File: config.mk
export PLATFORM = sky130hd
export DESIGN_NAME = sap_back
export DESIGN_NICKNAME = d
export VERILOG_FILES = /design/src/rtl/core/sap_pkg.sv /design/src/rtl/core/sap_back.sv
export SDC_FILE = /design/constraint.sdc
export NUM_CORES = 1
export LEC_CHECK = 0
export BUFFER_PORTS_ARGS = -buffer_cell sky130_fd_sc_hd__buf_2
export CAP_MARGIN = 20
export CORE_UTILIZATION = 40
export CTS_CLUSTER_SIZE = 12
export DETAILED_ROUTE_END_ITERATION = 8
export GPL_TIMING_DRIVEN = 0
export PLACE_DENSITY = 0.83
export SLEW_MARGIN = 20
export SYNTH_ARGS = -nofsm -noshare
export SYNTH_HDL_FRONTEND = slang
export SYNTH_SLANG_ARGS = --single-unit
File: constraint.sdc
create_clock -name clock -period 3.01 [get_ports clock]
set_input_delay 0.4515 -clock clock [delete_from_list [all_inputs] [get_ports clock]]
set_output_delay 0.4515 -clock clock [all_outputs]
set_load 0.01 [all_outputs]
File: src/rtl/core/sap_pkg.sv
`default_nettype none

package sap_pkg;

   // angle accumulator: degrees with 16 fractional bits, sign and headroom
   localparam int ANG_FRAC = 16;
   localparam int ANGLE_W  = 26;
   localparam int OUT_W    = 9;

   localparam logic signed [ANGLE_W-1:0] Z_QUARTER = ANGLE_W'(90 * 65536);

   localparam logic signed [OUT_W-1:0] DEG_HALF_TURN = OUT_W'(180);
   localparam logic signed [OUT_W-1:0] DEG_QUARTER   = OUT_W'(90);
   localparam logic signed [OUT_W-1:0] DEG_SAT       = OUT_W'(179);

   // results decided before the CORDIC ride along beside it
   typedef struct packed {
      logic                    special;
      logic signed [OUT_W-1:0] angle;
      logic                    zero_vector;
   } side_type;

   // atan(2^-i) in degrees, Q16, rounded to nearest
   function automatic logic signed [ANGLE_W-1:0] atan_deg_q16(input logic [4:0] idx);
      logic signed [ANGLE_W-1:0] val;
      case (idx)
         5'd0:    val = ANGLE_W'(2949120);
         5'd1:    val = ANGLE_W'(1740967);
         5'd2:    val = ANGLE_W'(919879);
         5'd3:    val = ANGLE_W'(466945);
         5'd4:    val = ANGLE_W'(234379);
         5'd5:    val = ANGLE_W'(117304);
         5'd6:    val = ANGLE_W'(58666);
         5'd7:    val = ANGLE_W'(29335);
         5'd8:    val = ANGLE_W'(14668);
         5'd9:    val = ANGLE_W'(7334);
         5'd10:   val = ANGLE_W'(3667);
         5'd11:   val = ANGLE_W'(1833);
         5'd12:   val = ANGLE_W'(917);
         5'd13:   val = ANGLE_W'(458);
         5'd14:   val = ANGLE_W'(229);
         5'd15:   val = ANGLE_W'(115);
         5'd16:   val = ANGLE_W'(57);
         5'd17:   val = ANGLE_W'(29);
         5'd18:   val = ANGLE_W'(14);
         5'd19:   val = ANGLE_W'(7);
         5'd20:   val = ANGLE_W'(4);
         5'd21:   val = ANGLE_W'(2);
         5'd22:   val = ANGLE_W'(1);
         default: val = '0;
      endcase
      return val;
   endfunction

endpackage

`default_nettype wire

File: src/rtl/core/sap_back.sv
`default_nettype none

// Truncate to whole degrees, saturate, merge early results; output register.
module sap_back (
   input  wire logic                               clock,
   input  wire logic                               reset,
   input  wire logic                               in_valid,
   output logic                                    in_ready,
   input  wire logic signed [sap_pkg::ANGLE_W-1:0] in_z,
   input  wire sap_pkg::side_type                  in_side,
   output logic                                    out_valid,
   input  wire logic                               out_ready,
   output logic signed [sap_pkg::OUT_W-1:0]        out_angle,
   output logic                                    out_zero
);

   localparam int ZW = sap_pkg::ANGLE_W;

   logic                             v_ff;
   logic signed [ZW-1:0]             whole, neg_z;
   logic signed [sap_pkg::OUT_W-1:0] angle_ff, angle_in;
   logic                             zero_ff;

   assign in_ready = !v_ff || out_ready;
   assign neg_z    = -in_z;

   always_comb begin
      if (!in_z[ZW-1]) begin
         whole = in_z >>> sap_pkg::ANG_FRAC;
      end else begin
         whole = -(neg_z >>> sap_pkg::ANG_FRAC);
      end
      if (in_side.special) begin
         angle_in = in_side.angle;
      end else if (whole > ZW'(sap_pkg::DEG_SAT)) begin
         angle_in = sap_pkg::DEG_SAT;
      end else if (whole < -ZW'(sap_pkg::DEG_SAT)) begin
         angle_in = -sap_pkg::DEG_SAT;
      end else begin
         angle_in = whole[sap_pkg::OUT_W-1:0];
      end
   end

   always_ff @(posedge clock) begin
      if (reset) begin
         v_ff <= 1'b0;
      end else if (in_ready) begin
         v_ff <= in_valid;
      end
   end

   always_ff @(posedge clock) begin
      if (in_ready && in_valid) begin
         angle_ff <= angle_in;
         zero_ff  <= in_side.zero_vector;
      end
   end

   assign out_valid = v_ff;
   assign out_angle = angle_ff;
   assign out_zero  = zero_ff;

endmodule

`default_nettype wire

==> flow_summary_export.csv <==
group,metric,value,unit
die,ioPinCount,53,
power,p_seq_share,41.2,%
timing,hold_viol,0,
layout,layout-drive-gt1-share,51.5,%
global_routing,grt_pass1_vias,1095,
global_routing,grt_pass1_wl,4660,microns
synthesis,syn_inst,129,
clock_network,cts_made_buffers,3,
power,p_sw,133,uW
layout,final_nets,238,
layout,fillers,249,
placed_design,hpwl,2320,microns
critical_path,critical_path.max_fanout,8,
clock_network,clock_latency,0.27,ns
clock_network,root_buffer,"clkbuf_4",
critical_path,critPathLaunchType,"primary input",
synthesis,synth_top_cell_by_area,"edfxtp_1",
clock_network,path_clk_slew,0.07,ns
route,drc,0,
route,ant_nets,0,
timing,clock.fmax,0.332,GHz
critical_path,worstPathArrival,3.04,ns
synthesis,synth_flop_cell,"edfxtp_1",
power,pwr-share-comb,36.2,%
clock_network,cts.htree.levels,1,
timing,finClkSkew,0.000408,ns
timing,worst_slew_pin_slew,0.446,ns
synthesis,seq_area_frac_synth,27.4,%
route,routedWlPerCell,13.3,microns
power,powerDensity,254,nW/um^2
critical_path,crit_required,3.04,ns
power,clockPowerShare,22.6,%
critical_path,reg2reg_slack,1.86,ns
die,dieArea,3150,sq um
synthesis,postSynthAreaPerCell,9.08,sq um
synthesis,synth.most_common_cell,"nand2_1",
job,max-cap-violations,0,
route,drt_first_pass_iters,4,
die,fp.dieW,56.1,microns
synthesis,synth-seq-cells,11,
synthesis,syn_area,1170,sq um
route,dr.first_iter.drc_count,19,
power,leakagePower,0.000759,uW
timing,setup_viol,1,
timing,period_needed,3.01,ns
die,rows,19,
clock_network,cts_tree,"done",
synthesis,ys_warn_count,0,
die,die_h,56.1,microns
power,p_int,310,uW
placed_design,place_inst,211,
worst_hold_path,hp-class,"primary input to register",
route,viasPerCell,5.69,
synthesis,synth_nets,172,
timing,min_period_over_period,100,%
timing,relSlewSlack,70.3,%
synthesis,synthArstFlopShare,0,%
power,swShare,30.1,%
route,vias,1280,
die,core_area,2760,sq um
placed_design,port_buffers,51,
placed_design,gp_congestion,0.841,
global_routing,grt_overflow,0,
status,status,"finished with violations",
layout,instances_no_fill,225,
global_routing,grt_usage,18.5,%
layout,area.sequential,320,sq um
layout,diodes,0,
die,start_util,42.5,%
placed_design,place_ws,-0.529,ns
synthesis,ys_types,51,
global_routing,grt_antenna_before_repair,0,
route,drt-total-wl,2990,microns
layout,syn_to_final_growth,48.9,%
synthesis,synth_area_leaders,"edfxtp_1 (26%), nor4_2 (4.3%), a21oi_1 (3.8%), xnor2_1 (3.7%), nand2_1 (3.5%)",
global_routing,grt_max_degree,11,
layout,multi_input_area,942,sq um
power,ir_drop,0.286,mV
clock_network,cts_sinks,11,
status,failed_checks,"setup timing",
synthesis,synth_edf_count,10,
timing,slew_violations,0,
timing,fin_ws,-0.00229,ns
synthesis,synth.top_cell.area_share,25.6,%
timing,rsz0062_at_grt,"yes",
clock_network,cts.path.max_buffers,2,
critical_path,path_class,"primary input to register",
synthesis,yosys-top-cells-count,"nand2_1 (11), edfxtp_1 (10), a21oi_1 (9), nand3_1 (6)",
critical_path,crit_path_end_kind,"register",
## final cells by class
type | count | area share (%)
Inverter | 2 | 0.430
Clock buffer | 4 | 1.51
Multi-Input combinational cell | 111 | 54.0
Timing Repair Buffer | 61 | 20.9
Buffer | 5 | 2.51
Sequential cell | 11 | 18.4
Tap cell | 31 | 2.22
## per-stage QoR
stage / util (%) / cell area [sq um] / power [uW] / hold slack (ns) / TNS, ns
after floorplan: - / 1240 / 266 / 0.521 / -0.0654
after global routing: 63.2 / 1740 / 468 / 0.338 / -0.774
after global placement: 55.8 / 1540 / 325 / 0.485 / -2.93
after detailed placement: 55.8 / 1540 / 330 / 0.504 / -3.23
final: 63.2 / 1740 / 443 / 0.326 / -0.00229
after CTS: 58.7 / 1620 / 432 / 0.324 / 0
## cells in the final DEF (no fill, tap or decap), types with 3 or more instances in the layout
cell type / count
xnor2_1: 4
a22o_1: 3
edfxtp_1: 10
nor2b_1: 5
nand4_1: 3
clkbuf_4: 3
buf_6: 8
a21oi_1: 8
xor2_1: 3
buf_2: 46
buf_4: 9
and3_1: 3
nand2_1: 9
and3_2: 3
nor2_1: 5
and4_1: 3
nand3_1: 5
nor4_4: 4
## power groups by stage
stage	logic, uW	clock network, uW	registers, uW
finish	160	100	182
floorplan	73.4	0	192
global route	176	109	184
CTS	148	101	183
detailed placement	144	0	186
global placement	140	0	186
## registers in the layout (all words and copies together), names as in the netlist
register   cells
out_zero       1
out_valid      1
out_angle      9
## layer usage
metal	share of wire (%)	up-vias	global-route usage, %
met4	0.90	0	5.23
met1	41	584	22.5
met3	6.2	3	1.86
met2	52	57	34.2
li1	-	636	-
met5	0	-	0
## path summary, 6_finish.rpt
check                         startpoint                     end  cells past startpoint
setup / recovery                 in_z[1]  out_angle[3]$_DFFE_PP_                     15
hold / removal                     reset  out_valid$_SDFFE_PP0N_                      2
setup reg to reg  out_valid$_SDFFE_PP0N_  out_angle[8]$_DFFE_PP_                      2
hold reg to reg   out_valid$_SDFFE_PP0N_  out_valid$_SDFFE_PP0N_                      2
## cell families (layout without fill, tap and decap cells)
| kind of cell | Yosys count | count (layout) | synth area share, % |
|---|---|---|---|
| simple gates | 63 | 63 | 34.9 |
| buf+inv | 7 | 72 | 3.85 |
| flops | 11 | 11 | 27.4 |
| fa+ha+maj | 2 | 2 | 2.14 |
| mux | 3 | 3 | 2.67 |
| compound gates | 34 | 34 | 21.7 |
| xor+xnor | 9 | 9 | 7.37 |
## critical path: stages
cell     delay (ns)
buf_2          0.11
nor4_4         0.31
nand4_1        0.19
buf_6          0.18
o21ai_2        0.12
nand2_2        0.07
ha_4           0.18
nor3_4         0.14
buf_6          0.13
nand2_2        0.03
o31a_1         0.27
xnor2_2        0.27
a22oi_2        0.12
a31o_4         0.27
a22o_1         0.20
## what timing repair did
action,in CTS,in global routing
hold buffers,0,0
setup buffers,5,5
gates resized for setup,4,19
endpoints found under the setup margin,7,8
pin swaps,6,12
cloned,0,0
Power figures use the tool's default switching activity.
