[src/rtl/core/sap_pkg.sv]
`default_nettype none

package sap_pkg;

   // angle accumulator: degrees with 16 fractional bits, sign and headroom
   localparam int ANG_FRAC = 16;
   localparam int ANGLE_W  = 26;
   localparam int OUT_W    = 9;

   localparam logic signed [ANGLE_W-1:0] Z_QUARTER = ANGLE_W'(90 * 65536);

   localparam logic signed [OUT_W-1:0] DEG_HALF_TURN = OUT_W'(180);
   localparam logic signed [OUT_W-1:0] DEG_QUARTER   = OUT_W'(90);
   localparam logic signed [OUT_W-1:0] DEG_SAT       = OUT_W'(179);

   // results decided before the CORDIC ride along beside it
   typedef struct packed {
      logic                    special;
      logic signed [OUT_W-1:0] angle;
      logic                    zero_vector;
   } side_type;

   // atan(2^-i) in degrees, Q16, rounded to nearest
   function automatic logic signed [ANGLE_W-1:0] atan_deg_q16(input logic [4:0] idx);
      logic signed [ANGLE_W-1:0] val;
      case (idx)
         5'd0:    val = ANGLE_W'(2949120);
         5'd1:    val = ANGLE_W'(1740967);
         5'd2:    val = ANGLE_W'(919879);
         5'd3:    val = ANGLE_W'(466945);
         5'd4:    val = ANGLE_W'(234379);
         5'd5:    val = ANGLE_W'(117304);
         5'd6:    val = ANGLE_W'(58666);
         5'd7:    val = ANGLE_W'(29335);
         5'd8:    val = ANGLE_W'(14668);
         5'd9:    val = ANGLE_W'(7334);
         5'd10:   val = ANGLE_W'(3667);
         5'd11:   val = ANGLE_W'(1833);
         5'd12:   val = ANGLE_W'(917);
         5'd13:   val = ANGLE_W'(458);
         5'd14:   val = ANGLE_W'(229);
         5'd15:   val = ANGLE_W'(115);
         5'd16:   val = ANGLE_W'(57);
         5'd17:   val = ANGLE_W'(29);
         5'd18:   val = ANGLE_W'(14);
         5'd19:   val = ANGLE_W'(7);
         5'd20:   val = ANGLE_W'(4);
         5'd21:   val = ANGLE_W'(2);
         5'd22:   val = ANGLE_W'(1);
         default: val = '0;
      endcase
      return val;
   endfunction

endpackage

`default_nettype wire

[src/rtl/core/sap_front.sv]
`default_nettype none

// Four stages: differences, products, cross/dot, classify and pre-rotate.
module sap_front #(
   parameter int COORD_BITS = 16
) (
   input  wire logic                                    clock,
   input  wire logic                                    reset,
   input  wire logic                                    in_valid,
   output logic                                         in_ready,
   input  wire logic signed [COORD_BITS-1:0]            vertex_x,
   input  wire logic signed [COORD_BITS-1:0]            vertex_y,
   input  wire logic signed [COORD_BITS-1:0]            first_x,
   input  wire logic signed [COORD_BITS-1:0]            first_y,
   input  wire logic signed [COORD_BITS-1:0]            second_x,
   input  wire logic signed [COORD_BITS-1:0]            second_y,
   output logic                                         out_valid,
   input  wire logic                                    out_ready,
   output logic signed [2*COORD_BITS+5:0]               out_x,
   output logic signed [2*COORD_BITS+5:0]               out_y,
   output logic signed [sap_pkg::ANGLE_W-1:0]           out_z,
   output sap_pkg::side_type                            out_side
);

   localparam int DW = COORD_BITS + 1;
   localparam int PW = 2 * DW;
   localparam int XW = PW + 1;
   localparam int CW = 2 * COORD_BITS + 6;

   logic va_ff, vb_ff, vc_ff, vd_ff;
   logic rdy_a, rdy_b, rdy_c, rdy_d;

   logic signed [DW-1:0] ax_ff, ay_ff, bx_ff, by_ff;
   logic signed [DW-1:0] ax_in, ay_in, bx_in, by_in;
   logic signed [PW-1:0] p0_ff, p1_ff, p2_ff, p3_ff;
   logic signed [PW-1:0] p0_in, p1_in, p2_in, p3_in;
   logic                 zb_ff, zc_ff, zb_in;
   logic signed [XW-1:0] cross_ff, dot_ff, cross_in, dot_in;
   logic signed [CW-1:0] x_ff, y_ff, x_in, y_in;
   logic signed [sap_pkg::ANGLE_W-1:0] z_ff, z_in;
   sap_pkg::side_type    side_ff, side_in;

   assign rdy_d    = !vd_ff || out_ready;
   assign rdy_c    = !vc_ff || rdy_d;
   assign rdy_b    = !vb_ff || rdy_c;
   assign rdy_a    = !va_ff || rdy_b;
   assign in_ready = rdy_a;

   assign ax_in = DW'(first_x)  - DW'(vertex_x);
   assign ay_in = DW'(first_y)  - DW'(vertex_y);
   assign bx_in = DW'(second_x) - DW'(vertex_x);
   assign by_in = DW'(second_y) - DW'(vertex_y);

   assign p0_in = PW'(ax_ff) * PW'(by_ff);
   assign p1_in = PW'(ay_ff) * PW'(bx_ff);
   assign p2_in = PW'(ax_ff) * PW'(bx_ff);
   assign p3_in = PW'(ay_ff) * PW'(by_ff);
   assign zb_in = (ax_ff == '0 && ay_ff == '0) || (bx_ff == '0 && by_ff == '0);

   assign cross_in = XW'(p0_ff) - XW'(p1_ff);
   assign dot_in   = XW'(p2_ff) + XW'(p3_ff);

   always_comb begin
      x_in = CW'(dot_ff);
      y_in = CW'(cross_ff);
      z_in = '0;
      if (dot_ff < 0) begin
         if (cross_ff >= 0) begin
            x_in = CW'(cross_ff);
            y_in = -CW'(dot_ff);
            z_in = sap_pkg::Z_QUARTER;
         end else begin
            x_in = -CW'(cross_ff);
            y_in = CW'(dot_ff);
            z_in = -sap_pkg::Z_QUARTER;
         end
      end
      side_in.special     = 1'b1;
      side_in.zero_vector = 1'b0;
      side_in.angle       = '0;
      if (zc_ff) begin
         side_in.zero_vector = 1'b1;
      end else if (cross_ff == '0) begin
         side_in.angle = (dot_ff > 0) ? '0 : sap_pkg::DEG_HALF_TURN;
      end else if (dot_ff == '0) begin
         side_in.angle = (cross_ff > 0) ? sap_pkg::DEG_QUARTER : -sap_pkg::DEG_QUARTER;
      end else begin
         side_in.special = 1'b0;
      end
   end

   always_ff @(posedge clock) begin
      if (reset) begin
         va_ff <= 1'b0;
         vb_ff <= 1'b0;
         vc_ff <= 1'b0;
         vd_ff <= 1'b0;
      end else begin
         if (rdy_a) va_ff <= in_valid;
         if (rdy_b) vb_ff <= va_ff;
         if (rdy_c) vc_ff <= vb_ff;
         if (rdy_d) vd_ff <= vc_ff;
      end
   end

   always_ff @(posedge clock) begin
      if (rdy_a && in_valid) begin
         ax_ff <= ax_in;
         ay_ff <= ay_in;
         bx_ff <= bx_in;
         by_ff <= by_in;
      end
      if (rdy_b && va_ff) begin
         p0_ff <= p0_in;
         p1_ff <= p1_in;
         p2_ff <= p2_in;
         p3_ff <= p3_in;
         zb_ff <= zb_in;
      end
      if (rdy_c && vb_ff) begin
         cross_ff <= cross_in;
         dot_ff   <= dot_in;
         zc_ff    <= zb_ff;
      end
      if (rdy_d && vc_ff) begin
         x_ff    <= x_in;
         y_ff    <= y_in;
         z_ff    <= z_in;
         side_ff <= side_in;
      end
   end

   assign out_valid = vd_ff;
   assign out_x     = x_ff;
   assign out_y     = y_ff;
   assign out_z     = z_ff;
   assign out_side  = side_ff;

endmodule

`default_nettype wire

[config.mk]
export PLATFORM = sky130hd
export DESIGN_NAME = sap_front
export DESIGN_NICKNAME = d
export VERILOG_FILES = /design/src/rtl/core/sap_pkg.sv /design/src/rtl/core/sap_front.sv
export SDC_FILE = /design/constraint.sdc
export NUM_CORES = 2
export LEC_CHECK = 0
export BUFFER_PORTS_ARGS = -buffer_cell sky130_fd_sc_hd__buf_2
export CAP_MARGIN = 20
export CORE_AREA = 2 2 343 345
export CTS_CLUSTER_DIAMETER = 30
export DETAILED_ROUTE_END_ITERATION = 10
export DIE_AREA = 0 0 345 347
export PLACE_DENSITY_LB_ADDON = 0.15
export SYNTH_ARGS = -nofsm -noshare
export SYNTH_HDL_FRONTEND = slang
export SYNTH_SLANG_ARGS = --single-unit
[constraint.sdc]
create_clock -name clock -period 27.1 [get_ports clock]
set_clock_uncertainty 0.15 [all_clocks]
set_input_delay 5.42 -clock clock [delete_from_list [all_inputs] [get_ports clock]]
set_output_delay 5.42 -clock clock [all_outputs]
set_load 0.005 [all_outputs]
==> results.txt <==
The run finished with clean final reports. The floorplan step defined a core boundary enclosing 116,000 um^2. The starting DRC count in detailed routing is 2,863.

After detailed routing, the number of vias per cell comes to 5.49. TritonCTS built the clock tree. Setup repair after global routing left no endpoint under its margin. Counting every instance in the synthesized netlist gives 6,565. Traced cell by cell, the critical path runs through buf_2 -> nor2b_1 -> and3_1 -> nand2_1 -> buf_2. The largest single stage delay on the critical path is 450 ps. The met2 track utilization from global routing was 45.5%; the overall die area was 120,000 um^2. The logs give 262,000 um for the global-route wire length before repair and 630 ps for the insertion delay to the later sink of the worst-skew pair. In this run the tightest slew margin relative to its limit is 17.2%.

For the effective utilization at floorplan, the log shows 54.9%. The congestion estimate from routability-driven global placement came to 0.920. The max-slew violation count is 0.

The maximum net fanout on the critical path came out at 5. In this run the vertical extent of the chip is 347 um. The tools report the number of buffers created by CTS as 78. After global routing, the most crowded layer is met2. The max-capacitance violation count came out at 0. For the final number of hold-violating endpoints, the log shows 0.

Summed over all nets, the half-perimeter wirelength after detailed placement is 122,000 um. The routed wirelength normalized by instance count was 19.5 um. The worst hold path passes through 0 cells. The arrival time reported for the critical path endpoint was 6620 ps; the post-synthesis cell area was 63,600 um^2.

The number of different library cells used by synthesis comes to 72. The number of global-route vias before repair is 48,300, and the number of flip-flops and latches in the synthesized netlist is 366. The count of flip-flops with a built-in enable after synthesis was 362; the site row count was 125.

Leaving out fill and tap cells, the most frequent cells in the layout are sky130_fd_sc_hd__inv_1 (1,369), sky130_fd_sc_hd__fa_1 (1,190), sky130_fd_sc_hd__nand2_1 (647). For the filler cell count in the final layout, the log shows 10,000. In the final timing run, aggregate negative setup slack is 0 ps. The tools report the total DRC errors in the routed layout as 0. The setup path with the least slack is of type primary input to output port. The endpoint kind of the worst setup timing path is an output port. The number of H-tree levels is 3, and the register area share after synthesis is 17.2%. Setup violations remaining at the end of the flow were counted as 0. The transition time at the pin with the least slew margin is 1240 ps.

For the upper clock frequency limit, the log shows 82.0 MHz. The root cell of the clock tree is sky130_fd_sc_hd__clkbuf_16. The count of cells along the worst register-to-register path works out to 16. STA classifies the critical path startpoint as a primary input.

Buffers inserted to repair hold after CTS numbered 0. The logs give 5.20% for the met3 usage in global routing and 113 for the maximum number of pins on one net before global-route repair. At the worst endpoint, the required time is 21,530 ps.

No sink is reached through more buffers than the 3 on the longest clock path. Pin placement for this block handled 215 I/O pins. After clock tree synthesis, the clock-pin slew on the worst setup and hold paths is 60 ps. Type of the tightest min-delay check: flip-flop to flip-flop.

Buffers placed on the I/O ports in this run total 196. In this run the register-to-register setup slack is 18,880 ps. The smallest clock period supported by the final layout is computed as 12,190 ps.

In the final layout, the share of cells above drive strength 1 is 6.56%. The synthesis-to-finish area growth is 7.87%, and the count of nets left with antenna violations after detail routing is 0. After global routing the overflow that remains totals 0.

The primary flip-flop cell chosen by synthesis mapping was sky130_fd_sc_hd__edfxtp_1. The final routed wirelength across all metal layers was 160,000 um. The length of the first detailed-routing pass in iterations came out at 6. In this run the mean area of a mapped cell was 9.68 um^2. Measured along the x axis, the die boundary spans 345 um. Dominant cell type by count on the critical path: sky130_fd_sc_hd__buf_2. Total number of yosys warnings: 0. Post-CTS repair changed the size of 0 cells. At the end of the flow, the number of nets in the layout was 8,406. Counting every sink on the clock net gives 366. Number of antenna violations at the first check in global routing: 6. The met1 usage in global routing was 37.5%; the final worst-path cycle share was 45.0%. The tools report the total track usage as 27.9%. After clock tree synthesis, the setup repair step added 0 buffers. For this run, asynchronously set or reset flops after synthesis account for 0%. On the critical path, the stage with the largest delay is an instance of sky130_fd_sc_hd__nor2b_1.

Most common library cell in the layout ignoring fill and taps: sky130_fd_sc_hd__inv_1. The detailed-route via count was 45,200.
Yosys cell counts, drive strengths merged (6+ instances only):
cell	n	area, um^2
a2111oi	18	158
a211oi	20	150
a21boi	20	150
a21o	84	631
a21oi	228	1140
a221oi	12	105
a31oi	12	75.1
a41oi	9	78.8
and2	589	3680
and3	21	131
buf	31	218
clkbuf	267	1000
edfxtp	362	10900
fa	1190	23800
ha	474	5930
inv	1369	5140
mux2	13	146
mux2i	6	60.1
nand2	647	2430
nand2b	40	265
nand3	67	335
nand3b	9	67.6
nand4	14	87.6
nor2	266	998
nor2b	41	257
nor3	71	355
nor3b	6	45.0
nor4	38	238
o2111ai	8	70.1
o211ai	17	128
o21a	34	255
o21ai	122	611
o21bai	20	150
o311ai	6	52.6
o31ai	21	158
o41ai	9	86.3
or2	10	62.6
or3	26	174
or4	15	120
xnor2	208	1820
xor2	85	744
state kept, by name, summed over array words and instances (netlist names), 17 cells and up:
signal    flops
ax_ff        17
p0_ff        34
out_y        38
dot_ff       35
cross_ff     35
out_x        38
ay_ff        17
p1_ff        34
by_ff        17
p2_ff        34
bx_ff        17
p3_ff        34
metal layers:
metal | vias up | wire (um)
met5 | - | 0
met4 | 0 | 6270
met3 | 319 | 13000
met2 | 1621 | 73600
met1 | 22800 | 67500
li1 | 20500 | -
path summary, 6_finish.rpt:
check                 startpoint                  end
max                    out_ready             in_ready
min              zb_ff$_DFFE_PP_      zc_ff$_DFFE_PP_
max reg2reg  bx_ff[16]$_DFFE_PP_  p2_ff[28]$_DFFE_PP_
min reg2reg      zb_ff$_DFFE_PP_      zc_ff$_DFFE_PP_
area by class of cell:
cell class                 instances  area, um^2  share of cell area (%)
multi-input combinational       4550       46400                    67.6
sequential                       366       11000                    16.0
inverter                        1371        5150                    7.51
clock buffer                      87        1990                    2.90
tap                             1524        1910                    2.78
timing repair buffer             275        1570                    2.30
clock inverter                    56         634                   0.925
antenna                            3        7.51                  0.0109
logic make-up after synthesis:
logic type | Yosys count | synth area share (%)
adders and majority gates | 1664 | 46.8
buffers and inverters | 1669 | 10.0
muxes | 19 | 0.325
and+or+nand+nor | 1868 | 14.7
xor gates and xnor gates | 293 | 4.04
AOI/OAI and AO/OA | 685 | 6.92
other | 1 | 0.00590
DFF | 366 | 17.2
per-stage QoR:
step                      setup WS (ps)  std cells  area [um^2]  utilization [%]  hold WS, ps
final                             14910       8232        68600             59.2          295
after global routing              14790       8229        68600             59.2          305
after CTS                         14900       8227        68500             59.2          302
after detailed placement          14910       8084        65900             57.0          273
after global placement            14940       8083        65900             57.0          261
after floorplan                   14530       6585        63600                -          250
critical path, delay by kind of cell:
family	cells	cell delay (ps)
AND/OR/NAND/NOR	3	960
buffers and inverters	2	240
Power is not shown: default switching activity piles up to over one toggle a cycle in this logic, so the estimate is an artifact.
