File: config.mk
export PLATFORM = sky130hd
export DESIGN_NAME = sap_cordic_stage
export DESIGN_NICKNAME = d
export VERILOG_FILES = /design/src/rtl/core/sap_pkg.sv /design/src/rtl/core/sap_cordic_stage.sv
export SDC_FILE = /design/constraint.sdc
export NUM_CORES = 1
export LEC_CHECK = 0
export BUFFER_PORTS_ARGS = -buffer_cell sky130_fd_sc_hd__buf_2
export CELL_PAD_IN_SITES_DETAIL_PLACEMENT = 1
export CELL_PAD_IN_SITES_GLOBAL_PLACEMENT = 1
export CORE_MARGIN = 5
export CORE_UTILIZATION = 25
export CTS_CLUSTER_DIAMETER = 100
export DETAILED_ROUTE_END_ITERATION = 8
export GPL_ROUTABILITY_DRIVEN = 0
export PLACE_DENSITY_LB_ADDON = 0.1
export RECOVER_POWER = 50
export SYNTH_ARGS = -nofsm -noshare
export SYNTH_HDL_FRONTEND = slang
export SYNTH_SLANG_ARGS = --single-unit
File: constraint.sdc
create_clock -name clock -period 3.8 [get_ports clock]
set_input_delay 0.19 -clock clock [delete_from_list [all_inputs] [get_ports clock]]
set_output_delay 0.19 -clock clock [all_outputs]
set_load 0.01 [all_outputs]
File: src/rtl/core/sap_pkg.sv
`default_nettype none

package sap_pkg;

   // angle accumulator: degrees with 16 fractional bits, sign and headroom
   localparam int ANG_FRAC = 16;
   localparam int ANGLE_W  = 26;
   localparam int OUT_W    = 9;

   localparam logic signed [ANGLE_W-1:0] Z_QUARTER = ANGLE_W'(90 * 65536);

   localparam logic signed [OUT_W-1:0] DEG_HALF_TURN = OUT_W'(180);
   localparam logic signed [OUT_W-1:0] DEG_QUARTER   = OUT_W'(90);
   localparam logic signed [OUT_W-1:0] DEG_SAT       = OUT_W'(179);

   // results decided before the CORDIC ride along beside it
   typedef struct packed {
      logic                    special;
      logic signed [OUT_W-1:0] angle;
      logic                    zero_vector;
   } side_type;

   // atan(2^-i) in degrees, Q16, rounded to nearest
   function automatic logic signed [ANGLE_W-1:0] atan_deg_q16(input logic [4:0] idx);
      logic signed [ANGLE_W-1:0] val;
      case (idx)
         5'd0:    val = ANGLE_W'(2949120);
         5'd1:    val = ANGLE_W'(1740967);
         5'd2:    val = ANGLE_W'(919879);
         5'd3:    val = ANGLE_W'(466945);
         5'd4:    val = ANGLE_W'(234379);
         5'd5:    val = ANGLE_W'(117304);
         5'd6:    val = ANGLE_W'(58666);
         5'd7:    val = ANGLE_W'(29335);
         5'd8:    val = ANGLE_W'(14668);
         5'd9:    val = ANGLE_W'(7334);
         5'd10:   val = ANGLE_W'(3667);
         5'd11:   val = ANGLE_W'(1833);
         5'd12:   val = ANGLE_W'(917);
         5'd13:   val = ANGLE_W'(458);
         5'd14:   val = ANGLE_W'(229);
         5'd15:   val = ANGLE_W'(115);
         5'd16:   val = ANGLE_W'(57);
         5'd17:   val = ANGLE_W'(29);
         5'd18:   val = ANGLE_W'(14);
         5'd19:   val = ANGLE_W'(7);
         5'd20:   val = ANGLE_W'(4);
         5'd21:   val = ANGLE_W'(2);
         5'd22:   val = ANGLE_W'(1);
         default: val = '0;
      endcase
      return val;
   endfunction

endpackage

`default_nettype wire

File: src/rtl/core/sap_cordic_stage.sv
`default_nettype none

// One vectoring micro-rotation, registered.
module sap_cordic_stage #(
   parameter int COORD_BITS = 16,
   parameter int STEP       = 0
) (
   input  wire logic                              clock,
   input  wire logic                              reset,
   input  wire logic                              in_valid,
   output logic                                   in_ready,
   input  wire logic signed [2*COORD_BITS+5:0]    in_x,
   input  wire logic signed [2*COORD_BITS+5:0]    in_y,
   input  wire logic signed [sap_pkg::ANGLE_W-1:0] in_z,
   input  wire sap_pkg::side_type                 in_side,
   output logic                                   out_valid,
   input  wire logic                              out_ready,
   output logic signed [2*COORD_BITS+5:0]         out_x,
   output logic signed [2*COORD_BITS+5:0]         out_y,
   output logic signed [sap_pkg::ANGLE_W-1:0]     out_z,
   output sap_pkg::side_type                      out_side
);

   localparam int CW = 2 * COORD_BITS + 6;
   localparam logic signed [sap_pkg::ANGLE_W-1:0] ATAN = sap_pkg::atan_deg_q16(5'(STEP));

   logic                 v_ff;
   logic signed [CW-1:0] x_ff, y_ff, x_in, y_in, xs, ys;
   logic signed [sap_pkg::ANGLE_W-1:0] z_ff, z_in;
   sap_pkg::side_type    side_ff;

   assign in_ready = !v_ff || out_ready;

   assign xs = in_x >>> STEP;
   assign ys = in_y >>> STEP;

   always_comb begin
      if (!in_y[CW-1] && in_y != '0) begin
         x_in = in_x + ys;
         y_in = in_y - xs;
         z_in = in_z + ATAN;
      end else begin
         x_in = in_x - ys;
         y_in = in_y + xs;
         z_in = in_z - ATAN;
      end
   end

   always_ff @(posedge clock) begin
      if (reset) begin
         v_ff <= 1'b0;
      end else if (in_ready) begin
         v_ff <= in_valid;
      end
   end

   always_ff @(posedge clock) begin
      if (in_ready && in_valid) begin
         x_ff    <= x_in;
         y_ff    <= y_in;
         z_ff    <= z_in;
         side_ff <= in_side;
      end
   end

   assign out_valid = v_ff;
   assign out_x     = x_ff;
   assign out_y     = y_ff;
   assign out_z     = z_ff;
   assign out_side  = side_ff;

endmodule

`default_nettype wire

==> results.txt, run 1 <==
----------------------------------------------------
[Clocking]
  Clock tree from TritonCTS ... yes
  Clock transition at path regs ... 0.06 ns
  Clock H-tree levels ... 4
  Deepest clock path buffer count ... 2
  Buffer cell driving the clock tree root ... clkbuf_16
  Worst skew pair latency ... 0.46 ns
  Post CTS Setup Buffer Count ... 0
  Sink count of the clock tree ... 113
  Total CTS buffers ... 17

[Synthesis]
  Cells after Synth ... 1204
  Number of different library cells in the post-synthesis netlist ... 82
  Mean Syn Cell Area ... 8.77 sq um
  XOR/XNOR share of the synthesized area ... 0.0680
  Simple-gate share of the synthesized area ... 0.131
  Post-synth net total ... 1444
  Sequential element share of the synthesized area ... 0.320
  Post-synth EDFFs ... 112
  Post-synthesis compound-gate area fraction ... 0.252
  Adder-cell area share of the yosys netlist ... 0.149
  Primary FF master, synth ... edfxtp_1
  FFs w/ async S/R, synth ... 0
  Area of the mapped netlist ... 10600 sq um
  #FFs+latches synth ... 113
  Synthesis warning total ... 0
  Dominant combinational cell family by area after synthesis ... compound AO/OA/AOI/OAI gates
  Fraction of synthesized area in multiplexers ... 0.0123

[Finish]
  Area added between synthesis and finish ... 25.3%
  Fillcell total ... 5012
  Fin nets ... 1720
  Non-filler cells, final ... 2032
  Area of combinational cells with multiple inputs ... 6460 sq um
  Fin util ... 0.316
  Most frequent cells in the layout ... 152 x a21oi_1, 119 x ha_1, 117 x clkbuf_1
  Most common cell after layout, fill and taps aside ... a21oi_1
  Total area of sequential cells ... 3380 sq um
  Final instance area ... 13200 sq um
  # diodes ... 0
  Share of post-route cells with drive strength above 1 ... 0.151

[Hold path]
  Capture endpoint of the worst hold path ... out_z[16]$_DFFE_PP_
  Hold crit path type ... input port to flop
  Hold Path Origin ... in_z[16]
  WHS Path Cells ... 2

[Power and ir drop]
  Maximum vdd ir drop ... 290 uV
  Relative contribution of the clock network to total power ... 0.325
  Internal Power ... 0.00313 W
  Leak pwr ... 5.44 nW
  Power Density ... 378 nW/um^2
  Power share of the sequential group ... 0.326
  Switching Fraction ... 0.374
  Part of the total power dissipated in combinational logic ... 0.349
  Net switching power of the design ... 0.00187 W

[Global route]
  GR Overflow Total ... 0
  Largest net degree at the start of global routing ... 52
  All-layer global routing usage ... 0.190
  Vias in the first global route ... 10600
  Initial antenna violation count ... 2
  Wire length of the first global-routing pass ... 67100 microns

[Worst setup path]
  WS Path Type ... input port to flop
  Reg-to-reg setup timing slack ... 0.71 ns
  Endpoint kind of the worst setup timing path ... flop
  Arrival time worst endpoint ... 3.47 ns
  Required time worst endpoint ... 4.01 ns
  Worst R2R Path Depth ... 3
  Endpoint of the worst register-to-register path ... out_y[20]$_DFFE_PP_
  Startpoint of the most critical register-to-register path ... out_valid$_SDFFE_PP0N_
  Startpoint types ... input port
  Crit path max fanout ... 7

[Run]
  MaxCap Viol Count ... 1

[Timing]
  Worst slew margin ... -0.519
  Final Critical Period ... 3.26 ns
  Setup-violating endpoint count in the final report ... 0
  Total count of hold-check failures in the final report ... 0
  Worst clock skew ... 0.0132 ns
  Unrepaired setup endpoints after global routing ... false
  Worst-margin pin slew ... 2.28 ns
  Number of slew-limit violations in the final report ... 42
  Maximum clock frequency ... 307 MHz
  Period Utilization, post-route ... 0.858

[Placement]
  Hpwl dp ... 36400 microns
  Placement Cell Area ... 12500 sq um
  Number of input and output port buffers inserted ... 231
  Total instance count after detailed placement ... 1971

[Floorplan]
  Std-Cell Rows ... 75
  Die Height ... 216 microns
  Core area ... 41900 sq um
  Number of top-level design ports ... 232
  Die area ... 46400 sq um
  Die Span X ... 216 microns
  Initial standard-cell utilization of the core ... 0.252

[Routing]
  Count of antenna-violating nets left after detailed routing ... 0
  Sum of routed wire length over all layers ... 44700 microns
  Router iterations before antenna repair ... 5
  Average via count per standard cell ... 4.96
  Post-detailed-route wirelength per cell ... 22.0 microns
  Via count ... 10100
  DRC violation count after routing ... 0
  DRC violation total after the first TritonRoute iteration ... 562

[Status]
  Status ... complete, but fails checks
  Violations in the final reports ... max-capacitance violations, max-slew violations

----------------------------------------------------
==> power by group through the flow <==
stage                     logic (W)  registers, W  clock network [W]
after floorplan            0.000973       0.00173                  0
after global placement      0.00177       0.00165                  0
after detailed placement    0.00177       0.00165                  0
after CTS                   0.00180       0.00163            0.00170
after global routing        0.00191       0.00164            0.00175
final                       0.00175       0.00163            0.00163
==> logic make-up (layout without fill, tap and decap cells) <==
kind of cell | Yosys count | in the layout
muxes | 13 | 13
and+or+nand+nor | 285 | 285
xor gates and xnor gates | 82 | 82
adders and majority gates | 123 | 123
DFF | 113 | 113
AOI/OAI and AO/OA | 416 | 416
buffers and inverters | 172 | 461
==> synthesized netlist by cell type, drive strengths merged, types with 4 or more instances <==
| master | instances | area share |
|---|---|---|
| nor4 | 17 | 0.011 |
| nand2b | 12 | 0.0071 |
| xnor2 | 72 | 0.060 |
| fa | 4 | 0.0076 |
| and2 | 4 | 0.0026 |
| xor2 | 10 | 0.0083 |
| or3 | 6 | 0.0036 |
| o2111ai | 4 | 0.0033 |
| a21o | 24 | 0.017 |
| clkbuf | 19 | 0.0068 |
| o31ai | 14 | 0.011 |
| clkinv | 5 | 0.0018 |
| a21oi | 156 | 0.075 |
| mux2i | 13 | 0.012 |
| o21ai | 102 | 0.048 |
| o31a | 5 | 0.0041 |
| a31oi | 14 | 0.010 |
| inv | 116 | 0.041 |
| o22ai | 8 | 0.0053 |
| nand2 | 72 | 0.026 |
| nor2 | 89 | 0.032 |
| nand3b | 4 | 0.0028 |
| buf | 32 | 0.018 |
| ha | 119 | 0.14 |
| nand4 | 19 | 0.011 |
| nand3 | 14 | 0.0066 |
| o21a | 18 | 0.013 |
| edfxtp | 112 | 0.32 |
| o21bai | 23 | 0.016 |
| nor2b | 13 | 0.0077 |
| nor3 | 20 | 0.010 |
| o311ai | 5 | 0.0065 |
| a21boi | 4 | 0.0039 |
| or2 | 5 | 0.0030 |
| a211oi | 8 | 0.0062 |
==> per-layer routing <==
metal	vias to the layer above	wire length (microns)	global-route usage	share of wire
li1	4884	-	-	-
met5	-	12	0	0.00027
met3	32	1770	0.0413	0.039
met2	229	20900	0.309	0.47
met1	4929	21700	0.260	0.48
met4	2	419	0.0397	0.0094
==> sequential cells by signal, indices dropped and copies added (netlist names) <==
name	count
out_valid	1
out_x	37
out_y	38
out_side	11
out_z	26
==> through the flow <==
step / hold slack [ns] / TNS, ns / setup slack [ns] / total power [W]
floorplan: 0.259 / 0 / 0.209 / 0.00271
global placement: 0.348 / -0.174 / -0.110 / 0.00342
detailed placement: 0.357 / -0.185 / -0.129 / 0.00342
CTS: 0.000837 / 0 / 0.398 / 0.00513
global route: 0.0320 / 0 / 0.196 / 0.00531
finish: 0.0426 / 0 / 0.540 / 0.00500
==> worst max-delay path, cell delays in order <==
cell	delay [ns]
buf_2	0.12
nor4_1	0.60
nand4_1	0.43
nor3_1	0.29
or2_4	0.20
inv_2	0.11
ha_1	0.33
a21oi_1	0.22
o21bai_1	0.09
a21oi_1	0.20
o21ai_0	0.18
a21o_1	0.21
a21oi_1	0.18
xnor2_1	0.09
==> worst max path at each step <==
stage | start | to | slack [ns] | cells after the start
CTS | in_y[29] | out_z[25]$_DFFE_PP_ | 0.40 | 14
global route | in_y[29] | out_z[25]$_DFFE_PP_ | 0.20 | 14
finish | in_y[29] | out_z[25]$_DFFE_PP_ | 0.54 | 14
floorplan | out_valid$_SDFFE_PP0N_ | out_side[0]$_DFFE_PP_ | 0.21 | 2
detailed placement | in_y[29] | out_z[25]$_DFFE_PP_ | -0.13 | 14
global placement | in_y[29] | out_z[25]$_DFFE_PP_ | -0.11 | 14
==> timing repair <==
item                      4_1_cts  5_1_grt
resized for setup               0        0
hold buffers                   29        0
hold endpoints to repair       28        0
==> cell type report <==
| class | count | area share |
|---|---|---|
| clock buffers | 17 | 0.0322 |
| clock inverters | 15 | 0.0114 |
| inverters | 121 | 0.0343 |
| multi-input cells | 919 | 0.489 |
| flip-flops and latches | 113 | 0.256 |
| well taps | 539 | 0.0510 |
| repair buffers | 308 | 0.127 |
No activity file was read; power rests on OpenSTA's default activity.
==> inputs of run 2 (changes only) <==
--- a/config.mk
+++ b/config.mk
@@ -5,6 +5,7 @@
 export SDC_FILE = /design/constraint.sdc
 export NUM_CORES = 1
 export LEC_CHECK = 0
+export ABC_AREA = 1
 export BUFFER_PORTS_ARGS = -buffer_cell sky130_fd_sc_hd__buf_2
 export CELL_PAD_IN_SITES_DETAIL_PLACEMENT = 1
 export CELL_PAD_IN_SITES_GLOBAL_PLACEMENT = 1
==> run 2 against run 1 <==
Against the previous run:
- the flow still finishes with violations (max-capacitance violations, max-slew violations)
- cell count is 43% higher
- via count increased by 33%
- combinational power increased by 11%
- synthesized cell count rose by 64%
- worst setup slack improved by 0.59 ns
- final area increased by 15%
- clock-buffer cell count up 6
==> results.txt, run 2 <==
----------------------------------------------------
[Routing]
  Sum of routed wire length over all layers ... 58500 microns (+31%)
  Post-detailed-route wirelength per cell ... 20.2 microns (-8.3%)
  Average via count per standard cell ... 4.62 (-6.7%)
  Router iterations before antenna repair ... 5 (unchanged)
  Count of antenna-violating nets left after detailed routing ... 0 (unchanged)
  DRC violation total after the first TritonRoute iteration ... 634 (+13%)
  DRC violation count after routing ... 0 (unchanged)
  Via count ... 13400 (+33%)

[Worst setup path]
  Slowest library cell on the worst path ... ha_1
  Crit path max fanout ... 11 (+4)
  Cell repeated most along the worst path ... nand2_1
  Arrival time worst endpoint ... 2.90 ns (-0.57 ns)
  Required time worst endpoint ... 4.03 ns (+0.02 ns)
  Startpoint types ... input port
  WS Path Type ... input port to flop
  Buffering stage count on the worst path with inverters included ... 2 (unchanged)
  Endpoint kind of the worst setup timing path ... flop
  Cell breakdown of the critical path ... buf_2, inv_1, ha_1, nand2_1, nor2_1, nand2_1, nor2_1, nand3_1, nand2_1, nor2_1, nand2_1, nand2_1, nand3_1, nand2_1
  Delay of the slowest cell on the worst path ... 0.60 ns (about the same)
  Family with the most delay on the worst path ... simple AND/OR/NAND/NOR gates

[Status]
  Status ... complete, but fails checks
  Violations in the final reports ... max-capacitance violations, max-slew violations

[Timing]
  Total count of hold-check failures in the final report ... 0 (unchanged)
  Number of slew-limit violations in the final report ... 52 (+24%)
  Setup-violating endpoint count in the final report ... 0 (unchanged)
  Period Utilization, post-route ... 0.702 (-0.156)
  Worst slew margin ... -0.0227 (+0.496)
  Final Critical Period ... 2.67 ns (-0.592 ns)
  Worst-margin pin slew ... 1.53 ns (-0.744 ns)
  Worst clock skew ... 0.0166 ns (+0.00336 ns)
  Unrepaired setup endpoints after global routing ... false
  Final total negative setup slack ... 0 ns (unchanged)
  Maximum clock frequency ... 375 MHz (+22%)

[Clocking]
  Total CTS buffers ... 17 (unchanged)
  Buffer cell driving the clock tree root ... clkbuf_16
  Clock tree from TritonCTS ... yes
  Clock transition at path regs ... 0.06 ns (about the same)
  Worst skew pair latency ... 0.48 ns (+0.02 ns)
  Clock H-tree levels ... 4 (unchanged)
  Deepest clock path buffer count ... 2 (unchanged)
  Sink count of the clock tree ... 113 (unchanged)
  Cts repair resizes ... 0 (unchanged)

[Finish]
  # diodes ... 0 (unchanged)
  Total area of sequential cells ... 3380 sq um (unchanged)
  Fin nets ... 2455 (+43%)
  Fillcell total ... 6510 (+30%)
  Number of flip-flops under the largest register name ... 38 (unchanged)
  Share of post-route cells with drive strength above 1 ... 0.0817 (-0.0690)
  Non-filler cells, final ... 2900 (+43%)
  Most common cell after layout, fill and taps aside ... nand2_1
  Fin util ... 0.302 (-0.0136)
  Most frequent cells in the layout ... 644 x nand2_1, 349 x inv_1, 181 x nor2_1
  Area added between synthesis and finish ... 19.8%
  Area of combinational cells with multiple inputs ... 7640 sq um (+18%)

[Synthesis]
  Proportion of netlist area held by the largest area contributor ... 0.266 (-0.0530)
  FFs w/ async S/R, synth ... 0 (unchanged)
  Post-synth EDFFs ... 112 (unchanged)
  Synthesis warning total ... 0 (unchanged)
  Most common cell in the netlist ... nand2_1
  Post-synth net total ... 2214 (+53%)
  #FFs+latches synth ... 113 (unchanged)
  Primary FF master, synth ... edfxtp_1
  Cell types with the largest area share after synthesis ... edfxtp_1 27%, nand2_1 19%, ha_1 12%
  Area of the mapped netlist ... 12700 sq um (+20%)
  Top post-synthesis cells by count ... 644 x nand2_1, 349 x inv_1, 181 x nor2_1, 176 x nand3_1
  Mean Syn Cell Area ... 6.42 sq um (-27%)
  Number of different library cells in the post-synthesis netlist ... 46 (-44%)
  Cells after Synth ... 1974 (+64%)
  Largest area contributor in the netlist ... edfxtp_1
  Sequential element share of the synthesized area ... 0.267 (-0.0533)

[Floorplan]
  Std-Cell Rows ... 82 (+9.3%)
  Die Height ... 235 microns (+9.1%)
  Die Span X ... 235 microns (+9.1%)
  Die area ... 55300 sq um (+19%)
  Initial standard-cell utilization of the core ... 0.252 (about the same)
  Core area ... 50200 sq um (+20%)
  Number of top-level design ports ... 232 (unchanged)

[Global route]
  GR Overflow Total ... 0 (unchanged)
  Wire length of the first global-routing pass ... 88000 microns (+31%)
  Largest net degree at the start of global routing ... 77 (+48%)
  Vias in the first global route ... 14400 (+36%)
  All-layer global routing usage ... 0.208 (+0.0188)
  Initial antenna violation count ... 0 (-2)

[Placement]
  Number of input and output port buffers inserted ... 231 (unchanged)
  Hpwl dp ... 49200 microns (+35%)
  Total instance count after detailed placement ... 2839 (+44%)

[Power and ir drop]
  Tot Pwr ... 0.00538 W (+7.5%)
  Power Density ... 355 nW/um^2 (-6.3%)
  Leak pwr ... 7.70 nW (+41%)
  Maximum vdd ir drop ... 333 uV (+15%)

[Hold path]
  Hold crit path type ... input port to flop

[Run]
  MaxCap Viol Count ... 1 (unchanged)

----------------------------------------------------
## run 2: path summary, 6_finish.rpt
kind / start / endpoint / slack (ns) / cells past startpoint
max: in_x[23] / out_x[35]$_DFFE_PP_ / 1.13 / 14
min reg2reg: out_valid$_SDFFE_PP0N_ / out_z[7]$_DFFE_PP_ / 0.77 / 1
min: in_z[16] / out_z[16]$_DFFE_PP_ / 0.12 / 2
max reg2reg: out_valid$_SDFFE_PP0N_ / out_y[35]$_DFFE_PP_ / 1.26 / 2
## run 2: where the power goes
part           total [W]  internal, W  switching [W]
Clock            0.00184      0.00115       0.000697
Sequential       0.00160      0.00155      0.0000406
Combinational    0.00194     0.000570        0.00137
Total            0.00538      0.00327        0.00211
## run 2: repair_timing
item / CTS / global route
hold buffers: 29 / 0
endpoints found under the setup margin: 0 / 0
setup buffers: 0 / 0
endpoints found under the hold margin: 28 / 0
## run 2: kinds of logic after synthesis
family,synth area share
flip-flops,0.267
buffers and inverters,0.130
XOR/XNOR,0.0331
AND/OR/NAND/NOR,0.342
adder cells (fa/ha/maj),0.124
AO/OA/AOI/OAI,0.104
## run 2: routing by layer
metal  global-route usage  wire (microns)  vias up
met1                0.285           28100     6379
met3               0.0339            2500       39
met4               0.0446             873        0
met2                0.348           27000      312
met5                    0               0        -
li1                     -               -     6680
## run 2: cell type report
class / count / area share
multi-input cells: 1464 / 0.504
flip-flops and latches: 113 / 0.223
repair buffers: 269 / 0.0896
inverters: 350 / 0.0866
well taps: 672 / 0.0554
clock buffers: 23 / 0.0315
clock inverters: 9 / 0.0102
## run 2: through the flow
step | setup slack (ns) | hold slack, ns | instance area, sq um
6_report | 1.13 | 0.120 | 15200
4_1_cts | 1.16 | 0.0775 | 15300
3_5_place_dp | 0.626 | 0.352 | 14400
5_1_grt | 1.02 | 0.127 | 15200
2_1_floorplan | 1.13 | 0.259 | 12700
3_3_place_gp | 0.649 | 0.355 | 14400
